File: src/rtl/bnv_pkg.sv
`timescale 1ns / 1ps

package bnv_pkg;

   // Geometry defaults
   localparam int unsigned DEFAULT_MAX_DIMENSION = 4096;

   // Configuration port
   localparam int unsigned CSR_INDEX_WIDTH = 1;
   localparam int unsigned CSR_DATA_WIDTH  = 13;

   typedef enum logic [CSR_INDEX_WIDTH-1:0] {
      CSR_FRAME_WIDTH  = 1'b0,
      CSR_FRAME_HEIGHT = 1'b1
   } csr_index_type;

   localparam logic [CSR_DATA_WIDTH-1:0] FRAME_WIDTH_RESET  = 13'd640;
   localparam logic [CSR_DATA_WIDTH-1:0] FRAME_HEIGHT_RESET = 13'd480;

   // Fixed-point colour coefficients (scaled by 256)
   localparam int unsigned SUM_WIDTH = 18;

   localparam logic signed [SUM_WIDTH-1:0] Y_COEF_R = 18'sd76;
   localparam logic signed [SUM_WIDTH-1:0] Y_COEF_G = 18'sd150;
   localparam logic signed [SUM_WIDTH-1:0] Y_COEF_B = 18'sd29;

   localparam logic signed [SUM_WIDTH-1:0] U_COEF_R = -18'sd43;
   localparam logic signed [SUM_WIDTH-1:0] U_COEF_G = -18'sd84;
   localparam logic signed [SUM_WIDTH-1:0] U_COEF_B = 18'sd127;

   localparam logic signed [SUM_WIDTH-1:0] V_COEF_R = 18'sd127;
   localparam logic signed [SUM_WIDTH-1:0] V_COEF_G = -18'sd106;
   localparam logic signed [SUM_WIDTH-1:0] V_COEF_B = -18'sd21;

   localparam logic signed [SUM_WIDTH-1:0] ROUND_TERM = 18'sd128;

   typedef struct packed {
      logic [7:0] red;
      logic [7:0] green;
      logic [7:0] blue;
   } pixel_type;

   typedef struct packed {
      logic chroma_valid;
      logic frame_last;
   } position_type;

   typedef struct packed {
      logic [7:0] luma;
      logic       chroma_valid;
      logic [7:0] chroma_u;
      logic [7:0] chroma_v;
      logic       frame_last;
   } result_type;

endpackage

File: src/rtl/bgr_to_nv12_converter_unit.sv
`timescale 1ns / 1ps

// Channel   Ports            Payload
// ------    ---------------  --------------------------------------------------
// input     req_t*           tdata: blue, green, red (8 bits each)
// result    rsp_t*           tdata: luma, chroma_u, chroma_v; tuser: chroma_valid;
//                            tlast: frame_last
// config    csr_*            index 0 frame_width, index 1 frame_height (13 bits)
//
// One item per cycle while the result side takes them; each item passes through
// the input register and then the result register, with the colour sums in
// between. Synchronous reset clears both stage valids and the raster counters,
// and loads 640 by 480 into the frame registers. A result-side stall holds
// the result register, then the input; req_tready falls only when both are full.

module bgr_to_nv12_converter_unit
   import bnv_pkg::*;
#(
   parameter int unsigned MAX_DIMENSION = DEFAULT_MAX_DIMENSION
) (
   input  logic                       clock,
   input  logic                       reset,
   input  logic                       req_tvalid,
   output logic                       req_tready,
   input  logic [23:0]                req_tdata,  // blue, green, red
   output logic                       rsp_tvalid,
   input  logic                       rsp_tready,
   output logic [23:0]                rsp_tdata,  // luma, chroma_u, chroma_v
   output logic                       rsp_tuser,  // chroma_valid
   output logic                       rsp_tlast,
   input  logic                       csr_we,
   input  logic [CSR_INDEX_WIDTH-1:0] csr_index,
   input  logic [CSR_DATA_WIDTH-1:0]  csr_wdata
);

   logic         in_valid_ff, in_valid_in;
   pixel_type    pixel_ff, pixel_in;
   position_type position_ff, position_in;
   logic         rsp_valid_ff, rsp_valid_in;
   result_type   result_ff, result_in;
   result_type   result_c;
   position_type position_c;
   logic         req_accept, stage_advance, out_free;

   // Handshake: each register takes a new item once its own is gone
   assign out_free      = ~rsp_valid_ff | rsp_tready;
   assign stage_advance = in_valid_ff & out_free;
   assign req_tready    = ~in_valid_ff | out_free;
   assign req_accept    = req_tvalid & req_tready;

   bnv_position_tracker #(
      .MAX_DIMENSION (MAX_DIMENSION)
   ) u_tracker (
      .clock     (clock),
      .reset     (reset),
      .csr_we    (csr_we),
      .csr_index (csr_index),
      .csr_wdata (csr_wdata),
      .advance   (req_accept),
      .position  (position_c)
   );

   bnv_colour_math u_math (
      .pixel    (pixel_ff),
      .position (position_ff),
      .result   (result_c)
   );

   // Load the input register on accept, drain it into the result register
   always_comb begin
      pixel_in     = pixel_ff;
      position_in  = position_ff;
      in_valid_in  = in_valid_ff & ~stage_advance;
      result_in    = result_ff;
      rsp_valid_in = rsp_valid_ff & ~rsp_tready;
      if (req_accept) begin
         pixel_in.blue  = req_tdata[7:0];
         pixel_in.green = req_tdata[15:8];
         pixel_in.red   = req_tdata[23:16];
         position_in    = position_c;
         in_valid_in    = 1'b1;
      end
      if (stage_advance) begin
         result_in    = result_c;
         rsp_valid_in = 1'b1;
      end
   end

   always_ff @(posedge clock) begin
      if (reset) begin
         in_valid_ff  <= 1'b0;
         rsp_valid_ff <= 1'b0;
      end else begin
         in_valid_ff  <= in_valid_in;
         rsp_valid_ff <= rsp_valid_in;
      end
   end

   always_ff @(posedge clock) begin
      pixel_ff    <= pixel_in;
      position_ff <= position_in;
      result_ff   <= result_in;
   end

   assign rsp_tvalid = rsp_valid_ff;
   assign rsp_tdata  = {result_ff.chroma_v, result_ff.chroma_u, result_ff.luma};
   assign rsp_tuser  = result_ff.chroma_valid;
   assign rsp_tlast  = result_ff.frame_last;

endmodule

File: src/rtl/bnv_position_tracker.sv
`timescale 1ns / 1ps

module bnv_position_tracker
   import bnv_pkg::*;
#(
   parameter int unsigned MAX_DIMENSION = DEFAULT_MAX_DIMENSION
) (
   input  logic                       clock,
   input  logic                       reset,
   input  logic                       csr_we,
   input  logic [CSR_INDEX_WIDTH-1:0] csr_index,
   input  logic [CSR_DATA_WIDTH-1:0]  csr_wdata,
   input  logic                       advance,
   output position_type               position
);

   localparam int unsigned CW = $clog2(MAX_DIMENSION);
   localparam int unsigned DW = CW + 1;
   localparam logic [CSR_DATA_WIDTH:0] MAX_DIM_EXT = (CSR_DATA_WIDTH+1)'(MAX_DIMENSION);

   logic [CSR_DATA_WIDTH-1:0] frame_width_ff, frame_width_in;
   logic [CSR_DATA_WIDTH-1:0] frame_height_ff, frame_height_in;
   logic [CW-1:0]             column_ff, column_in;
   logic [CW-1:0]             row_ff, row_in;
   logic [DW-1:0]             width_c, height_c;
   logic [DW-1:0]             column_plus, row_plus;
   logic                      end_row, end_frame;

   // Zero counts as one, anything above the maximum saturates
   function automatic logic [DW-1:0] clamp_dim(input logic [CSR_DATA_WIDTH-1:0] v);
      logic [DW-1:0] r;
      if (v == '0) begin
         r = DW'(1);
      end else if ({1'b0, v} > MAX_DIM_EXT) begin
         r = DW'(MAX_DIM_EXT);
      end else begin
         r = DW'(v);
      end
      return r;
   endfunction

   // Take register writes
   always_comb begin
      frame_width_in  = frame_width_ff;
      frame_height_in = frame_height_ff;
      if (csr_we) begin
         case (csr_index_type'(csr_index))
            CSR_FRAME_WIDTH:  frame_width_in  = csr_wdata;
            CSR_FRAME_HEIGHT: frame_height_in = csr_wdata;
            default: ;
         endcase
      end
   end

   // Find row and frame ends at the current position
   always_comb begin
      width_c     = clamp_dim(frame_width_ff);
      height_c    = clamp_dim(frame_height_ff);
      column_plus = {1'b0, column_ff} + DW'(1);
      row_plus    = {1'b0, row_ff} + DW'(1);
      end_row     = column_plus >= width_c;
      end_frame   = end_row && (row_plus >= height_c);
   end

   // Advance the raster position on each accepted item
   always_comb begin
      column_in = column_ff;
      row_in    = row_ff;
      if (advance) begin
         if (end_frame) begin
            column_in = '0;
            row_in    = '0;
         end else if (end_row) begin
            column_in = '0;
            row_in    = row_plus[CW-1:0];
         end else begin
            column_in = column_plus[CW-1:0];
         end
      end
   end

   assign position.chroma_valid = row_ff[0] & ~column_ff[0];
   assign position.frame_last   = end_frame;

   always_ff @(posedge clock) begin
      if (reset) begin
         frame_width_ff  <= FRAME_WIDTH_RESET;
         frame_height_ff <= FRAME_HEIGHT_RESET;
         column_ff       <= '0;
         row_ff          <= '0;
      end else begin
         frame_width_ff  <= frame_width_in;
         frame_height_ff <= frame_height_in;
         column_ff       <= column_in;
         row_ff          <= row_in;
      end
   end

endmodule

File: src/rtl/bnv_colour_math.sv
`timescale 1ns / 1ps

module bnv_colour_math
   import bnv_pkg::*;
(
   input  pixel_type    pixel,
   input  position_type position,
   output result_type   result
);

   logic signed [SUM_WIDTH-1:0] r_s, g_s, b_s;
   logic signed [SUM_WIDTH-1:0] y_sum, u_sum, v_sum;
   logic signed [SUM_WIDTH-1:0] u_shift, v_shift;

   // Widen the components to signed operands
   always_comb begin
      r_s = signed'({{(SUM_WIDTH-8){1'b0}}, pixel.red});
      g_s = signed'({{(SUM_WIDTH-8){1'b0}}, pixel.green});
      b_s = signed'({{(SUM_WIDTH-8){1'b0}}, pixel.blue});
   end

   // Form the rounded weighted sums
   always_comb begin
      y_sum   = Y_COEF_R * r_s + Y_COEF_G * g_s + Y_COEF_B * b_s + ROUND_TERM;
      u_sum   = U_COEF_R * r_s + U_COEF_G * g_s + U_COEF_B * b_s + ROUND_TERM;
      v_sum   = V_COEF_R * r_s + V_COEF_G * g_s + V_COEF_B * b_s + ROUND_TERM;
      u_shift = u_sum >>> 8;
      v_shift = v_sum >>> 8;
   end

   // Offset chroma by 128 (flip of the top bit), drop it off chroma sites
   always_comb begin
      result.luma         = y_sum[15:8];
      result.chroma_valid = position.chroma_valid;
      result.frame_last   = position.frame_last;
      if (position.chroma_valid) begin
         result.chroma_u = {~u_shift[7], u_shift[6:0]};
         result.chroma_v = {~v_shift[7], v_shift[6:0]};
      end else begin
         result.chroma_u = '0;
         result.chroma_v = '0;
      end
   end

endmodule

File: config.mk
export PLATFORM = sky130hd
export DESIGN_NAME = bgr_to_nv12_converter_unit
export DESIGN_NICKNAME = d
export VERILOG_FILES = /design/src/rtl/bnv_pkg.sv /design/src/rtl/bgr_to_nv12_converter_unit.sv /design/src/rtl/bnv_position_tracker.sv /design/src/rtl/bnv_colour_math.sv
export SDC_FILE = /design/constraint.sdc
export NUM_CORES = 1
export LEC_CHECK = 0
export ABC_AREA = 1
export CAP_MARGIN = 15
export CORE_UTILIZATION = 61
export CTS_CLUSTER_DIAMETER = 100
export DETAILED_ROUTE_END_ITERATION = 16
export DONT_BUFFER_PORTS = 1
export PLACE_DENSITY = 0.89
export REMOVE_ABC_BUFFERS = 1
export SLEW_MARGIN = 30
export SYNTH_ARGS = -nofsm -noshare
export SYNTH_HDL_FRONTEND = slang
export SYNTH_HIERARCHICAL = 1
export SYNTH_SLANG_ARGS = --single-unit
File: constraint.sdc
create_clock -name clock -period 6.8 [get_ports clock]
set_input_delay 0.68 -clock clock [delete_from_list [all_inputs] [get_ports clock]]
set_output_delay 0.68 -clock clock [all_outputs]
set_load 0.02 [all_outputs]
# Word-level counts from Yosys, hierarchy flattened
# Cells that the tools add are included.
dict set report word_totals {
  reg_bits 104
  input_bits 43
  wordCells 72
}
dict set report op_classes {
  n_addsub 11
  multipliers 9
  magnitude_cmp 4
  mux 10
  bitwise 15
  n_reduce_logical 7
}
# op n
set op_table {}
lappend op_table {{adder 16 bit} 6}
lappend op_table {{2-to-1 mux 13 bit} 4}
lappend op_table {{adder 16 x 9 -> 16 bit, second input constant} 3}
lappend op_table {{2-to-1 mux 12 bit} 4}
lappend op_table {{multiplier 7 x 8 -> 15 bit, first input constant} 3}
lappend op_table {{adder 12 x 1 -> 13 bit, second input constant} 2}
lappend op_table {{>= comparator 13 bit} 2}
lappend op_table {{greater-than comparator 13 bit, second input constant} 2}
lappend op_table {{zero test 13 bit} 2}
lappend op_table {{multiplier 5 x 8 -> 13 bit, first input constant} 2}
lappend op_table {{multiplier 7 x 9 -> 16 bit, first input constant} 1}
lappend op_table {{multiplier 6 x 9 -> 15 bit, first input constant} 1}
lappend op_table {{multiplier 7 x 9 -> 15 bit, first input constant} 1}
lappend op_table {{multiplier 6 x 9 -> 14 bit, first input constant} 1}
lappend op_table {{inverter 1 bit} 8}
lappend op_table {{AND reduction 2 bit} 3}
lappend op_table {{bitwise AND 1 bit} 5}
lappend op_table {{2-to-1 mux 1 bit} 2}
lappend op_table {{bitwise OR 1 bit} 2}
lappend op_table {{nonzero test 2 bit} 1}
lappend op_table {{logical AND 1 bit} 1}

# Logic depth before layout (Yosys ltp)
# Gate-level depths: netlist of run 1.
dict set report depth {
  word_depth 7
  depth_mapped 33
}

# Modules after synthesis
# The synthesis of run 1 kept the hierarchy.
# mod n_inst cells_each area_per_inst_um2
set by_module_without_submodules {}
lappend by_module_without_submodules {bnv_colour_math 1 1580 12298.0}
lappend by_module_without_submodules {bnv_position_tracker 1 483 3149.3}
lappend by_module_without_submodules {bgr_to_nv12_converter_unit 1 64 1652.8}

# Least setup slack after synthesis of run 1
# OpenSTA, ideal clock, no wires.
dict set report synth_timing {
  path_kind {flip-flop to flip-flop}
  from {register pixel_ff[2] (netlist name)}
  to {register result_ff (netlist bit rsp_tdata[15]), data pin}
  setup_time_ns 0.255
  arrival_ns 6.673
  required_time_ns 6.545
  path_slack_ns -0.128
  path_stages_with_launch 32
  path_buffers 0
  period_less_slack_ns 6.928
  cell_sequence {edfxtp_1 > inv_1 > fa_1 > fa_1 > inv_1 > fa_1 > inv_1 > fa_1 > inv_1 > ha_1 > nand2_1 > o21ai_0 > a21oi_1 > xnor2_1 > ha_1 > inv_1 > fa_1 > fa_1 > inv_1 > fa_1 > ha_1 > ha_1 > nand2_1 > nand2_1 > nand2_1 > nand2_1 > nand2_1 > nand2_1 > a21oi_1 > nand3_1 > nand2_1 > nor2_1}
}
dict set report synth_via {
  elab_chain_len 4
}
# item line_no
set synth_lines {}
lappend synth_lines {{from (decl)} bgr_to_nv12_converter_unit.sv:37} ;# pixel_type pixel_ff, pixel_in;
lappend synth_lines {{from (signal assigned)} bgr_to_nv12_converter_unit.sv:100} ;# pixel_ff <= pixel_in;
lappend synth_lines {{multiplier 7 x 8 -> 15 bit} bnv_colour_math.sv:25} ;# u_sum = U_COEF_R * r_s + U_COEF_G * g_s + U_COEF_B * b_s + ROUND_TERM;
lappend synth_lines {{adder 16 bit} bnv_colour_math.sv:25}
lappend synth_lines {{adder 16 x 9 -> 16 bit} bnv_colour_math.sv:25}
lappend synth_lines {{inverter 1 bit} bnv_colour_math.sv:37} ;# result.chroma_u = {~u_shift[7], u_shift[6:0]};
lappend synth_lines {{to (signal assigned)} bgr_to_nv12_converter_unit.sv:102} ;# result_ff <= result_in;
lappend synth_lines {{to (decl)} bgr_to_nv12_converter_unit.sv:40} ;# result_type result_ff, result_in;
# Every way passes these cells.
# A chain may end at the register's enable or synchronous reset.

# Worst setup path in the final report of run 1
dict set report layout_timing {
  from {register pixel_ff[5] (netlist name)}
  to {register result_ff (netlist bit rsp_tdata[15]), data pin}
}
# The elaborated chain is that of the path after synthesis.

==> metrics.yaml, run 1 <==
run_status:
  status: "finished, violations left"
  violations: "setup timing"
finish:
  nets: 2853
  fillers: 1658
  utilization: 0.748
  final_layout_size_suffix_gt1_frac: 0.179
  syn_to_final_growth_pct: 19.2
  multi_input_area_um2: 13800
  seq_area_um2: 2600
logic_synthesis:
  synthAdderAreaFrac: 0.453
  synth_edf_count: 52
  async_reset_ff_frac: 0
  yosys.area_share.simple: 0.174
  muxShareOfSynthArea: 0
  synth_top_family_by_area: "adder cells"
  yosysSeqAreaShare: 0.152
  syn_avg_cell_area_um2: 8.04
  ys_warn_count: 6
  synth_top_area_share: 0.258
  syn_inst: 2127
  synth_top_cell_by_area: "ha_1"
  synth_area_um2: 17100
  ys_ff_latch: 104
  synth-compound-area-share: 0.0647
  synth_xor_area_frac: 0.0424
  synthDistinctLibCells: 46
  yosys_most_used_dff: "edfxtp_1"
  synth.area.top_cells: "ha_1, fa_1, inv_1"
cts:
  cts_buffer_depth: 2
  htreeDepth: 3
  clock_latency_ps: 380
  cts_root_buffer: "clkbuf_16"
  numClockSinks: 104
  cts_tree: "done"
  cts_made_buffers: 9
  ctsHoldBuffers: 0
  path_clk_slew_ps: 110
global_route:
  grt_pass1_vias: 15700
  antenna_found_initial: 3
  grt_pass1_wl_um: 76500
  overflow: 0
  grt_usage: 0.341
  grt_max_degree: 41
detailed_routing:
  highest_layer: "met5"
  drtPass1Iterations: 8
  wl_met1_um: 19100
  met3_length_um: 4450
  via_per_inst: 5.87
  wl_per_cell_um: 20.0
  final_antenna_net_count: 0
  drc: 0
  vias: 15700
  wirelength_um: 53400
  wl_met2_um: 25400
  drt_iter0_markers: 1381
timing:
  fmax_ghz: 0.137
  min_period_ps: 7290
  skew_ps: 18.6
  hold_slack_ps: 349
  fin_tns_setup_ps: -2780
  slew_headroom: 0.534
  fin_crit_sh: 1.07
  worst_slew_pin_slew_ps: 698
  rsz0062_at_grt: "yes"
  slew_violations: 0
  final_hold_viol_count: 0
  setup_viol: 15
  fin_ws_ps: -494
place:
  dp_slack_ps: -400
  hpwl_um: 37400
  gp_congestion: 0.990
  io_buffers: 0
floorplanning:
  die_w_um: 169
  io_pins: 71
  dieArea_um2: 28700
  initial_core_util: 0.628
  fp.dieH_um: 169
  core_area_um2: 27300
  rows: 60
critical_path:
  crit_family: "adder cells"
  crit_path_start_kind: "flop"
  slowest_stage: "fa_1"
  cp-end-kind: "flop"
  max_stage_delay_ps: 540
  cp.buffers_inverters: 8
  critPathKind: "reg2reg"
  cp_max_fo: 4
  cp.required_ps: 6940
  arrival_ps: 7430
flow_run:
  maxCapViolations: 0
worst_hold_path:
  hp-class: "in2reg"
-- path summary, 6_finish.rpt --
kind,startpoint,to,slack [ps],depth (start not counted)
max reg2reg,pixel_ff[5]$_DFFE_PP_,rsp_tdata[15]$_DFFE_PP_,-490,31
min reg2reg,position_ff[0]$_DFFE_PP_,rsp_tlast$_DFFE_PP_,440,0
max,pixel_ff[5]$_DFFE_PP_,rsp_tdata[15]$_DFFE_PP_,-490,31
min,reset,in_valid_ff$_SDFF_PP0_,350,1
-- per-stage QoR --
step                instances  cell area [um2]
floorplan                2110            17000
global placement         2617            18500
detailed placement       2618            18500
CTS                      2652            19500
global route             2669            20400
finish                   2670            20400
-- registers in the layout, indices dropped and copies added, names as in the netlist, 2 cells and up --
name and count:
pixel_ff 24, u_tracker/column_ff 12, u_tracker/row_ff 12, position_ff 2, rsp_tdata 24, u_tracker/frame_width_ff 13
u_tracker/frame_height_ff 13
-- routing by layer --
metal,vias to the layer above,GRT usage
li1,7017,-
met1,7346,0.393
met2,956,0.608
met3,348,0.0529
met4,2,0.181
met5,-,0
-- cells in the mapped netlist (3+ instances only) --
master      n
and2_1      3
nand4_1    16
nor3_1      9
ha_1      352
nand3_1    96
nand3_2     3
edfxtp_1   52
nand2_2     6
xor2_1     50
dfxtp_1    52
xnor2_1    31
a31oi_1    10
clkbuf_1    9
o21ai_1     3
nand3b_1    4
nor4_1      8
nand2_1   383
o21ai_0    53
buf_4       3
a21oi_1   100
inv_1     492
a21o_1     10
o21bai_1   11
fa_1      167
or2_2       4
nor2_1    168
buf_2       3
nor2_2      3
-- cells by family after synthesis --
group	after synthesis
buffers and inverters	511
and+or+nand+nor	712
DFF	104
xor gates and xnor gates	82
AOI/OAI and AO/OA	199
adders and majority gates	519
-- area by class of cell --
cell class	count	area share
clock buffer	9	0.0110
timing repair buffer	170	0.0660
sequential	104	0.128
antenna	2	0.000245
tap	372	0.0228
multi-input combinational	1512	0.677
inverter	494	0.0911
clock inverter	7	0.00460
-- layout by cell type (no fill, tap or decap), drive strengths merged, types with 2 or more instances in the layout --
cell type    n
edfxtp      52
fa         167
or2          7
and3         2
inv        501
buf        170
nand3b       4
clkbuf       9
diode        2
nand4       16
nor2       173
o211ai       2
o21bai      11
dfxtp       52
nand2      389
a21o        10
nor3        10
a21oi      102
xnor2       31
o21ai       58
a31oi       10
xor2        51
and2         3
nand3       99
o21a         2
ha         352
nor4         8
-- worst reg2reg max path, delay by kind of cell (launching register included) --
kind | cells | cell delay, ps
flip-flops | 1 | 480
buffers and inverters | 8 | 780
AND/OR/NAND/NOR | 9 | 930
adder cells (fa/ha/maj) | 11 | 4360
AO/OA/AOI/OAI | 2 | 320
XOR/XNOR | 1 | 200
-- timing repair --
action	4_1_cts	5_1_grt
endpoints found under the setup margin	16	16
resized for setup	77	172
pin swaps	44	95
buffers inserted	18	16
Power of run 1 is not shown: default switching activity piles up to over one toggle a cycle in this logic, so the estimate is an artifact.
==> run 2: changes to the inputs <==
--- a/config.mk
+++ b/config.mk
@@ -11,7 +11,7 @@
 export CTS_CLUSTER_DIAMETER = 100
 export DETAILED_ROUTE_END_ITERATION = 16
 export DONT_BUFFER_PORTS = 1
-export PLACE_DENSITY = 0.89
+export PLACE_DENSITY = 0.8
 export REMOVE_ABC_BUFFERS = 1
 export SLEW_MARGIN = 30
 export SYNTH_ARGS = -nofsm -noshare
==> run 2 against run 1 <==
The run still ends with setup timing left. Routed wire length decreased by 14%. Global-route usage down 2.8 points. First-iteration DRC count shrank 34%. Fmax rose by 5.4%. Utilization up 0.087 points. Flip-flop and latch count stayed put. Final area up 0.12%. Non-clock buffer count fell by 5. Via count fell by 7.5%. Highest routed layer is now met4.
==> metrics.yaml, run 2 (synthesized netlist as in run 1, its figures left out) <==
detailed_routing:
  vias: 14500
  drt_iter0_markers: 908
  drc: 0
  final_antenna_net_count: 0
  wirelength_um: 46200
  wl_per_cell_um: 17.3
  drtPass1Iterations: 5
  via_per_inst: 5.43
cts:
  htreeDepth: 3
  clock_latency_ps: 370
  path_clk_slew_ps: 90
  cts_root_buffer: "clkbuf_16"
  cts_made_buffers: 9
  cts_buffer_depth: 2
  numClockSinks: 104
  ctsHoldBuffers: 0
  cts_tree: "done"
finish:
  final_common_cell: "inv_1"
  final_cell_mix: "inv_1, nand2_1, ha_1"
  syn_to_final_growth_pct: 19.4
  multi_input_area_um2: 13900
  nets: 2848
  fillers: 1870
  final_layout_size_suffix_gt1_frac: 0.182
  utilization: 0.749
  seq_area_um2: 2600
critical_path:
  endpoint: "rsp_tdata[14]$_DFFE_PP_"
  rr_worst_depth: 29
  cp_max_fo: 3
  cp.depth: 29
  slowest_stage: "fa_1"
  max_stage_delay_ps: 570
  r2r_end: "rsp_tdata[14]$_DFFE_PP_"
  critPathKind: "reg2reg"
  cp.buffers_inverters: 8
  reg2reg_slack_ps: -120
  cp-end-kind: "flop"
  crit_path_start_kind: "flop"
  crit_family: "adder cells"
  reg2reg_from: "pixel_ff[3]$_DFFE_PP_"
  arrival_ps: 7060
  crit_top_cell: "fa_1"
  cp.required_ps: 6940
  critPathLaunch: "pixel_ff[3]$_DFFE_PP_"
timing:
  worst_slew_pin_slew_ps: 720
  fin_crit_sh: 1.02
  fin_ws_ps: -118
  final_hold_viol_count: 0
  fmax_ghz: 0.145
  setup_viol: 7
  min_period_ps: 6920
  slew_headroom: 0.520
  skew_ps: 15.3
  slew_violations: 0
  fin_tns_setup_ps: -477
  rsz0062_at_grt: "yes"
floorplanning:
  die_w_um: 169
  core_area_um2: 27300
  fp.dieH_um: 169
  rows: 60
  dieArea_um2: 28700
  io_pins: 71
  initial_core_util: 0.628
global_route:
  grt_usage: 0.313
  grt_pass1_vias: 14600
  grt_pass1_wl_um: 70400
  grt_max_degree: 41
  overflow: 0
  antenna_found_initial: 3
place:
  io_buffers: 0
  gp_congestion: 0.931
  hpwl_um: 35500
worst_hold_path:
  hp-class: "in2reg"
run_status:
  status: "finished, violations left"
  violations: "setup timing"
flow_run:
  maxCapViolations: 0
run 2: how the worst min path moves through the flow:
| stage | start | to | slack [ps] | cells after the start |
|---|---|---|---|---|
| floorplan | position_ff[0]$_DFFE_PP_ | rsp_tlast$_DFFE_PP_ | 400 | 0 |
| global placement | position_ff[0]$_DFFE_PP_ | rsp_tlast$_DFFE_PP_ | 420 | 0 |
| detailed placement | position_ff[0]$_DFFE_PP_ | rsp_tlast$_DFFE_PP_ | 420 | 0 |
| CTS | reset | in_valid_ff$_SDFF_PP0_ | 360 | 1 |
| global route | reset | in_valid_ff$_SDFF_PP0_ | 350 | 1 |
| finish | reset | in_valid_ff$_SDFF_PP0_ | 370 | 1 |
run 2: metal layers:
layer	GRT usage	routed length, um
met4	0.140	2200
met1	0.382	18400
met2	0.539	22900
met5	0	0
met3	0.0567	2650
run 2: repair_timing:
| action | CTS | global route |
|---|---|---|
| pin swaps | 53 | 147 |
| hold endpoints to repair | 0 | 0 |
| endpoints found under the setup margin | 16 | 16 |
| setup buffers | 20 | 21 |
| gates resized for setup | 80 | 198 |
run 2: final cells by class:
class | instances | share of cell area
antenna | 3 | 0.000368
clock buffer | 11 | 0.0124
clock inverter | 5 | 0.00264
inverter | 494 | 0.0908
multi-input combinational | 1512 | 0.679
sequential | 104 | 0.127
tap | 372 | 0.0228
timing repair buffer | 165 | 0.0641
run 2: worst reg2reg max path, delay by kind of cell, from the launching register on:
kind	cells	cell delay [ps]
flops	1	430
simple gates	7	610
compound gates	2	370
fa+ha+maj	11	4440
xor+xnor	1	170
buf+inv	8	650
run 2: through the flow:
stage	setup WS (ps)	hold slack, ps	cells	cell area (um2)
floorplan	-131	400	2110	17000
global placement	-231	417	2608	18400
detailed placement	-430	419	2609	18500
CTS	-9.15	356	2645	19400
global route	-338	351	2665	20400
finish	-118	370	2666	20400
Power of run 2 is left out for the same reason.
==> run 3: changes to the inputs <==
--- a/config.mk
+++ b/config.mk
@@ -7,11 +7,10 @@
 export LEC_CHECK = 0
 export ABC_AREA = 1
 export CAP_MARGIN = 15
-export CORE_UTILIZATION = 61
+export CORE_UTILIZATION = 45
 export CTS_CLUSTER_DIAMETER = 100
 export DETAILED_ROUTE_END_ITERATION = 16
 export DONT_BUFFER_PORTS = 1
-export PLACE_DENSITY = 0.8
 export REMOVE_ABC_BUFFERS = 1
 export SLEW_MARGIN = 30
 export SYNTH_ARGS = -nofsm -noshare
==> run 3 against run 2 <==
The run still ends with setup timing left. Sequential share of layout area barely moved. Worst setup slack gained 100 ps. Flip-flop and latch count did not move. Clock skew is 1.5 ps lower. Non-clock buffer count grew 12. Worst hold slack lost 24 ps.
==> metrics.yaml, run 3 (synthesized netlist as in run 1, its figures left out) <==
cts:
  cts_root_buffer: "clkbuf_16"
  clock_latency_ps: 400
  cts_tree: "done"
  path_clk_slew_ps: 90
  cts_buffer_depth: 2
  numClockSinks: 104
  cts_made_buffers: 9
  htreeDepth: 3
global_route:
  antenna_found_initial: 4
  grt_max_degree: 41
  grt_pass1_wl_um: 70300
  grt_usage: 0.234
  overflow: 0
  grt_pass1_vias: 13900
critical_path:
  reg2reg_from: "pixel_ff[5]$_DFFE_PP_"
  cp.buffers_inverters: 7
  crit_path_start_kind: "flop"
  cp_max_fo: 6
  critPathLaunch: "pixel_ff[5]$_DFFE_PP_"
  cp.depth: 30
  rr_worst_depth: 30
  critPathKind: "reg2reg"
  cp.required_ps: 6960
  arrival_ps: 6980
  slowest_stage: "fa_1"
  crit_top_cell: "fa_1"
  cp-end-kind: "flop"
  reg2reg_slack_ps: -10
  endpoint: "rsp_tdata[15]$_DFFE_PP_"
  r2r_end: "rsp_tdata[15]$_DFFE_PP_"
  max_stage_delay_ps: 550
  crit_family: "adder cells"
floorplanning:
  die_w_um: 197
  fp.dieH_um: 197
  core_area_um2: 37500
  rows: 71
  dieArea_um2: 38800
  io_pins: 71
  initial_core_util: 0.456
timing:
  fin_ws_ps: -14.7
  fin_crit_sh: 1.00
  slew_violations: 0
  worst_slew_pin_slew_ps: 712
  skew_ps: 13.8
  final_hold_viol_count: 0
  fmax_ghz: 0.147
  slew_headroom: 0.524
  rsz0062_at_grt: "yes"
  fin_tns_setup_ps: -25.2
  min_period_ps: 6810
  setup_viol: 2
detailed_routing:
  drt_iter0_markers: 530
  drtPass1Iterations: 5
  wl_per_cell_um: 15.7
  vias: 13700
  drc: 0
  wirelength_um: 44100
  via_per_inst: 4.85
  final_antenna_net_count: 0
finish:
  final_cell_mix: "inv_1, nand2_1, ha_1"
  finalNonFillerCells: 2817
  final_layout_size_suffix_gt1_frac: 0.173
  nets: 2860
  final_common_cell: "inv_1"
  fillers: 3495
  syn_to_final_growth_pct: 19.7
place:
  gp_congestion: 0.951
  hpwl_um: 37400
  io_buffers: 0
  dp_cells: 2781
run_status:
  status: "finished, violations left"
  violations: "setup timing"
worst_hold_path:
  hp-class: "in2reg"
flow_run:
  maxCapViolations: 0
## run 3: cell count changes in the layout (fill, tap and decap cells not counted), moves of 5 or more
| cell | before | now |
|---|---|---|
| nand2_1 | 346 | 351 |
| nand3_1 | 87 | 92 |
| nand2_4 | 13 | 8 |
| inv_1 | 458 | 469 |
| inv_2 | 36 | 25 |
| buf_4 | 151 | 168 |
| a21oi_1 | 67 | 72 |
## run 3: worst min path at each step
stage | start | end | slack [ps] | depth (start not counted)
final | reset | u_tracker/column_ff[7]$_SDFFE_PP0P_ | 350 | 1
after global placement | u_tracker/column_ff[1]$_SDFFE_PP0P_ | u_tracker/column_ff[1]$_SDFFE_PP0P_ | 480 | 2
after floorplan | position_ff[0]$_DFFE_PP_ | rsp_tlast$_DFFE_PP_ | 400 | 0
after global routing | reset | u_tracker/column_ff[1]$_SDFFE_PP0P_ | 340 | 1
after detailed placement | position_ff[0]$_DFFE_PP_ | rsp_tlast$_DFFE_PP_ | 460 | 0
after CTS | reset | in_valid_ff$_SDFF_PP0_ | 330 | 1
## run 3: final cells by class
cell class / instances / area (um2) / area share
Timing Repair Buffer: 177 / 1360 / 0.0665
Inverter: 494 / 1850 / 0.0906
Multi-Input combinational cell: 1512 / 13700 / 0.669
Clock inverter: 5 / 53.8 / 0.00263
Tap cell: 511 / 639 / 0.0312
Clock buffer: 11 / 254 / 0.0124
Sequential cell: 104 / 2600 / 0.127
Antenna cell: 3 / 7.51 / 0.000367
## run 3: per-stage QoR
| stage | utilization | hold slack, ps | area [um2] | worst slack, ps |
|---|---|---|---|---|
| global route | 0.546 | 335 | 20500 | -275 |
| finish | 0.546 | 346 | 20500 | -14.7 |
| CTS | 0.524 | 328 | 19700 | -21.9 |
| floorplan | - | 400 | 17000 | -131 |
| detailed placement | 0.503 | 461 | 18900 | -389 |
| global placement | 0.503 | 478 | 18900 | -302 |
## run 3: what timing repair did
item,4_1_cts,5_1_grt
hold buffers,0,0
pin swaps,40,105
setup endpoints to repair,16,16
gates resized for setup,69,153
hold endpoints to repair,0,0
setup buffers,8,9
## run 3: per-layer routing
layer	up-vias	wire, um	part of all wire	GRT usage
li1	7024	-	-	-
met5	-	0	0	0
met1	6382	20200	0.46	0.302
met4	0	1200	0.027	0.0795
met3	44	1620	0.037	0.0354
met2	203	21100	0.48	0.397
Power of run 3 is left out for the same reason.
